File: src/sv/srfw_pkg.sv
`default_nettype none
package srfw_pkg;

    localparam int CAPACITY     = 4096;
    localparam int AW           = $clog2(CAPACITY);  // store address
    localparam int PW           = AW + 1;            // pointers count mod 2*CAPACITY
    localparam int MAX_CHANNELS = 8;
    localparam int CH_W         = 4;
    localparam int FRAMES_W     = 13;
    localparam int CNT_W        = FRAMES_W + CH_W;   // samples per block
    localparam int SUM_W        = CNT_W + 1;
    localparam int SAMPLE_W     = 32;
    localparam int PCT_W        = 7;
    localparam int PCT_MUL      = 100;
    localparam int PROD_W       = AW + PCT_W;
    localparam int OCC_W        = 12;
    localparam int CNTR_W       = 32;
    localparam int IN_DATA_W    = 48;
    localparam int IN_USER_W    = 2;
    localparam int OUT_DATA_W   = 128;
    localparam int OUT_PAD_W    = OUT_DATA_W - (SAMPLE_W + 1 + 2 * PCT_W + OCC_W + 2 * CNTR_W);

    localparam logic [CH_W-1:0] CH_RESET = CH_W'(2);

    // item kinds carried in tuser[0]
    localparam logic CMD_WRITE = 1'b0;
    localparam logic CMD_READ  = 1'b1;

    // controller -> datapath strobes
    typedef struct packed {
        logic latch;   // capture the accepted item
        logic decide;  // block decision, pointer move, store access
        logic finish;  // watermarks, load result register
    } t_dp_cmd;

endpackage
`default_nettype wire

File: src/sv/srfw_ctrl.sv
`default_nettype none
module srfw_ctrl
    import srfw_pkg::*;
(
    input  wire     i_clk,
    input  wire     i_rst_n,
    input  wire     i_in_valid,
    output logic    o_in_ready,
    output logic    o_out_valid,
    input  wire     i_out_ready,
    output t_dp_cmd o_cmd
);

    typedef enum logic [2:0] {
        S_IDLE = 3'b001,
        S_DEC  = 3'b010,
        S_FIN  = 3'b100
    } t_state;

    t_state r_state, n_state;
    logic   r_out_valid, n_out_valid;

    always_comb begin
        n_state     = r_state;
        o_cmd       = '0;
        n_out_valid = r_out_valid & ~i_out_ready;
        unique case (r_state)
            S_IDLE: begin
                if (i_in_valid) begin
                    o_cmd.latch = 1'b1;
                    n_state     = S_DEC;
                end
            end
            S_DEC: begin
                o_cmd.decide = 1'b1;
                n_state      = S_FIN;
            end
            S_FIN: begin
                // result register must be free or drained this cycle
                if (!r_out_valid || i_out_ready) begin
                    o_cmd.finish = 1'b1;
                    n_out_valid  = 1'b1;
                    n_state      = S_IDLE;
                end
            end
            default: begin
                n_state = S_IDLE;
            end
        endcase
    end

    always_ff @(posedge i_clk) begin
        if (!i_rst_n) begin
            r_state     <= S_IDLE;
            r_out_valid <= 1'b0;
        end else begin
            r_state     <= n_state;
            r_out_valid <= n_out_valid;
        end
    end

    assign o_in_ready  = (r_state == S_IDLE);
    assign o_out_valid = r_out_valid;

endmodule
`default_nettype wire

File: config.mk
export PLATFORM = sky130hd
export DESIGN_NAME = srfw_ctrl
export DESIGN_NICKNAME = d
export VERILOG_FILES = /design/src/sv/srfw_pkg.sv /design/src/sv/srfw_ctrl.sv
export SDC_FILE = /design/constraint.sdc
export NUM_CORES = 1
export LEC_CHECK = 0
export ABC_AREA = 0
export ABC_CLOCK_PERIOD_IN_PS = 1520
export BUFFER_PORTS_ARGS = -buffer_cell sky130_fd_sc_hd__buf_4
export CAP_MARGIN = 10
export CORE_AREA = 2 2 39 41
export DETAILED_ROUTE_END_ITERATION = 10
export DIE_AREA = 0 0 41 43
export GPL_ROUTABILITY_DRIVEN = 0
export MAX_ROUTING_LAYER = met4
export PLACE_DENSITY = 0.33
export SLEW_MARGIN = 10
export SYNTH_ARGS = -nofsm -noshare
export SYNTH_HDL_FRONTEND = slang
export SYNTH_SLANG_ARGS = --single-unit
File: constraint.sdc
create_clock -name i_clk -period 1.52 [get_ports i_clk]
set_clock_uncertainty 0.2 [all_clocks]
set_input_delay 0.076 -clock i_clk [delete_from_list [all_inputs] [get_ports i_clk]]
set_output_delay 0.076 -clock i_clk [all_outputs]
set_load 0.005 [all_outputs]
* Word-level counts from Yosys, hierarchy flattened
Cells that the tools add are included. Widths: inputs -> output; s select.
Word-level totals: output and inout bits 5, register bits 4
Operators by class: equal/unequal tests 5, reductions and logical operators 3, multiplexer cells 10, bitwise operators 2
Operator list (number):
- $pmux 3 s3 | 1
- $mux 1 | 7
- $mux 3 | 2
- $ne 2x2->1 const B | 2
- $eq 3x1->1 const B | 1
- $eq 3x2->1 const B | 1
- $eq 3x3->1 const B | 1
- $reduce_and 2->1 | 1
- $and 1x1->1 | 1
- $logic_not 1->1 | 1
- $logic_or 1x1->1 | 1
- $not 1->1 | 1

* Logic depth before layout (Yosys ltp)
word-level depth 4, mapped depth 3, mapped depth without buffers 3

* Least setup slack after synthesis
No wires, ideal clock.
path kind register to register, start reg r_state[0], end reg r_state[0], stages on the path, launching flop included 4, path slack 0.296 ns, library setup time 0.127 ns, arrival time 0.898 ns, clock period less this slack 1.224 ns, buffers on the path 0, cell sequence dfxtp_1 -> nor3b_1 -> and2_2 -> o31ai_1
Between the ends: cells in the longest elaborated chain, start to end 3, elaborated cells on any way between the ends 7, those cells by class 5 x eq/ne; 1 x mux; 1 x reduce/logical
RTL lines:
- start: declaration | RTL line srfw_ctrl.sv:20 | t_state r_state, n_state;
- start signal: assignment | RTL line srfw_ctrl.sv:57 | r_state <= n_state;
- $eq 3x1->1 (*)
- via o_in_ready | RTL line srfw_ctrl.sv:8 | output logic o_in_ready,
- $ne 2x2->1 (no line)
- $reduce_and 2->1 (no line)
The timed path passes the listed nets; every way through them passes the cells marked *. A chain may end at the register's enable or synchronous reset.

==> metrics <==
status=complete, no violations; worst slew pin tran=0.2778 ns; area leader, netlist=dfxtp_1; Worst Setup Path Type=flop to output pin; area of the multi-input gates=~100 sq um; CTS buffer count=3; overall routing resource usage=0.07099; Max Buffers Root-to-Sink=2; Area growth syn-to-layout=75.34%; vias per cell=3.617; Synth Flop Type=dfxtp_1; syn_area_per_cell=10.15 sq um; I/O pin total=9; Die Wd=41 um; Slew headroom=0.8144; static leakage=0.1301 nW; Slew Limit Fails=0; share of synthesized registers carrying an async set or reset=0; post-DP HPWL=321.8 um; final worst slack=0.02728 ns; final hold vios=0; post-layout min period=1.493 ns; dpl cell area=255.2 sq um; Min-Delay Startpoint=r_state[0]; core area=1384 sq um; FF+latch count, synth=4; DRC viols=0; largest net degree at the start of global routing=6; RSZ-0062 raised after global routing=yes; Power, Total=about 280 uW; syn nets=22; DP Worst Slack=0.2119 ns; Post-Synthesis Cells=18; Critical Path Fanout Max=4; clk_lat worst skew=0.23 ns; GRT overflow=0; first-pass GRT wire length=745 um; CTS tree=yes; Ys Warns=0; Worst Setup Start Kind=flop; num rows=14; Final Cycle Share=0.9821; Layout Nets=37; Top Usage Layer GRT=met4; max cap viols=0; die area=1763 sq um; Seq/Total Area, Yosys=0.4384; Synth Cell Area=182.7 sq um; Synth cell types=12; Hold WC Path Type=flop to flop; met3 GRT Util=0.03141; via count=170; f_max=669.9 MHz; required time worst endpoint=1.24 ns; CP bufs+invs=1; Post-synth top cells=dfxtp_1 (4), nor3b_1 (4); clk slew on worst S/H paths=around 0.04 ns; clock sink count=4; largest cells by area after synthesis=dfxtp_1 (44%), nor3b_1 (16%), mux2i_1 (5.5%); Max IR drop VDD=231.2 uV; DIE HEIGHT=about 43 um; cell family with most CP delay=simple AND/OR/NAND/NOR gates; Finish-stage setup viols=0; # Post-CTS Setup Buffers=0; layout cells sized above 1=0.5484; WP data arrival=1.22 ns; clk root buf=clkbuf_4; routed length per instance=8.830 um; Post-synth EDFFs=0; vias in the first global route=200; Routed WL=415 um; IO Port Bufs=8; final antenna-violating net count=0; CTS H-tree depth=1; Pre-Repair DR Iteration Count=2; Diodes inserted=0; Storage cell area=85.08 sq um; critical-path cell list=or3b_4 > nor2b_1 > buf_4; Initial DRC Count=2; antenna violations before repair=0; grt met1 use=0.07074; CP max stage cell=or3b_4; Critical Path Max Stage Delay=0.39 ns; CP startpoint=r_state[2]; initial core utilization=0.1320; met2 Use GR=0.08125; crit path capture type=output pin; Yosys top cell area share=0.4384; setup TNS=0 ns; fin area=320.3 sq um; Layout fillers=149; PwrDens=872.7 nW/um^2; worst r2r src=r_state[2]
[repair_timing]
item | CTS | global route
hold buffers | 3 | 0
setup endpoints to repair | 1 | 2
hold endpoints to repair | 4 | 0
resized for setup | 2 | 3
[registers in the layout, indices dropped and copies added, names as in the netlist]
| register | count |
|---|---|
| o_out_valid | 1 |
| r_state | 3 |
[layout make-up]
| type | count | area share |
|---|---|---|
| multi-input cells | 13 | 0.3203 |
| repair buffers | 11 | 0.2813 |
| flip-flops and latches | 4 | 0.2656 |
| clock buffers | 3 | 0.07031 |
| well taps | 16 | 0.06250 |
[per-layer routing]
metal / wire (um) / share of wire / vias up
met5: 0 / 0 / -
met4: 0 / 0 / 0
met3: 44 / 0.11 / 0
met2: 173 / 0.42 / 8
met1: 198 / 0.48 / 72
li1: - / - / 90
[through the flow]
stage          utilization  hold WS (ns)  cells
6_report            0.2315        0.2568     47
5_1_grt             0.2315        0.2925     47
4_1_cts             0.2251        0.2656     47
3_5_place_dp        0.1844       0.09010     41
3_3_place_gp        0.1844       0.09204     41
2_1_floorplan            -      -0.05292     18
[final timing paths]
kind | endpoint | slack, ns | cells after the start
max | o_cmd[0] | 0.03 | 3
min | r_state[2] | 0.26 | 1
max reg2reg | r_state[0] | 0.28 | 3
min reg2reg | r_state[2] | 0.26 | 1
[where the power goes]
group | internal, mW | switching [mW]
registers | 0.109 | 0.00455
clock network | 0.0881 | 0.0406
logic | 0.0262 | 0.0113
[logic make-up (layout without fill, tap and decap cells)]
kind of cell           Yosys count  after routing  synth area share
AO/OA/AOI/OAI                    2              2           0.08222
multiplexers                     1              1           0.05480
buffers and inverters            1             14           0.04111
AND/OR/NAND/NOR                 10             10            0.3836
flip-flops                       4              4            0.4384
[cells in the final DEF, fill, tap and decap left out, drive strengths merged]
cell         n
a21boi       1
and2         1
and3         1
buf          8
clkbuf       3
dfxtp        4
dlygate4sd3  3
mux2i        1
nand2b       1
nor2         1
nor2b        1
nor3b        4
o31ai        1
or3b         1
Power figures use the tool's default switching activity.
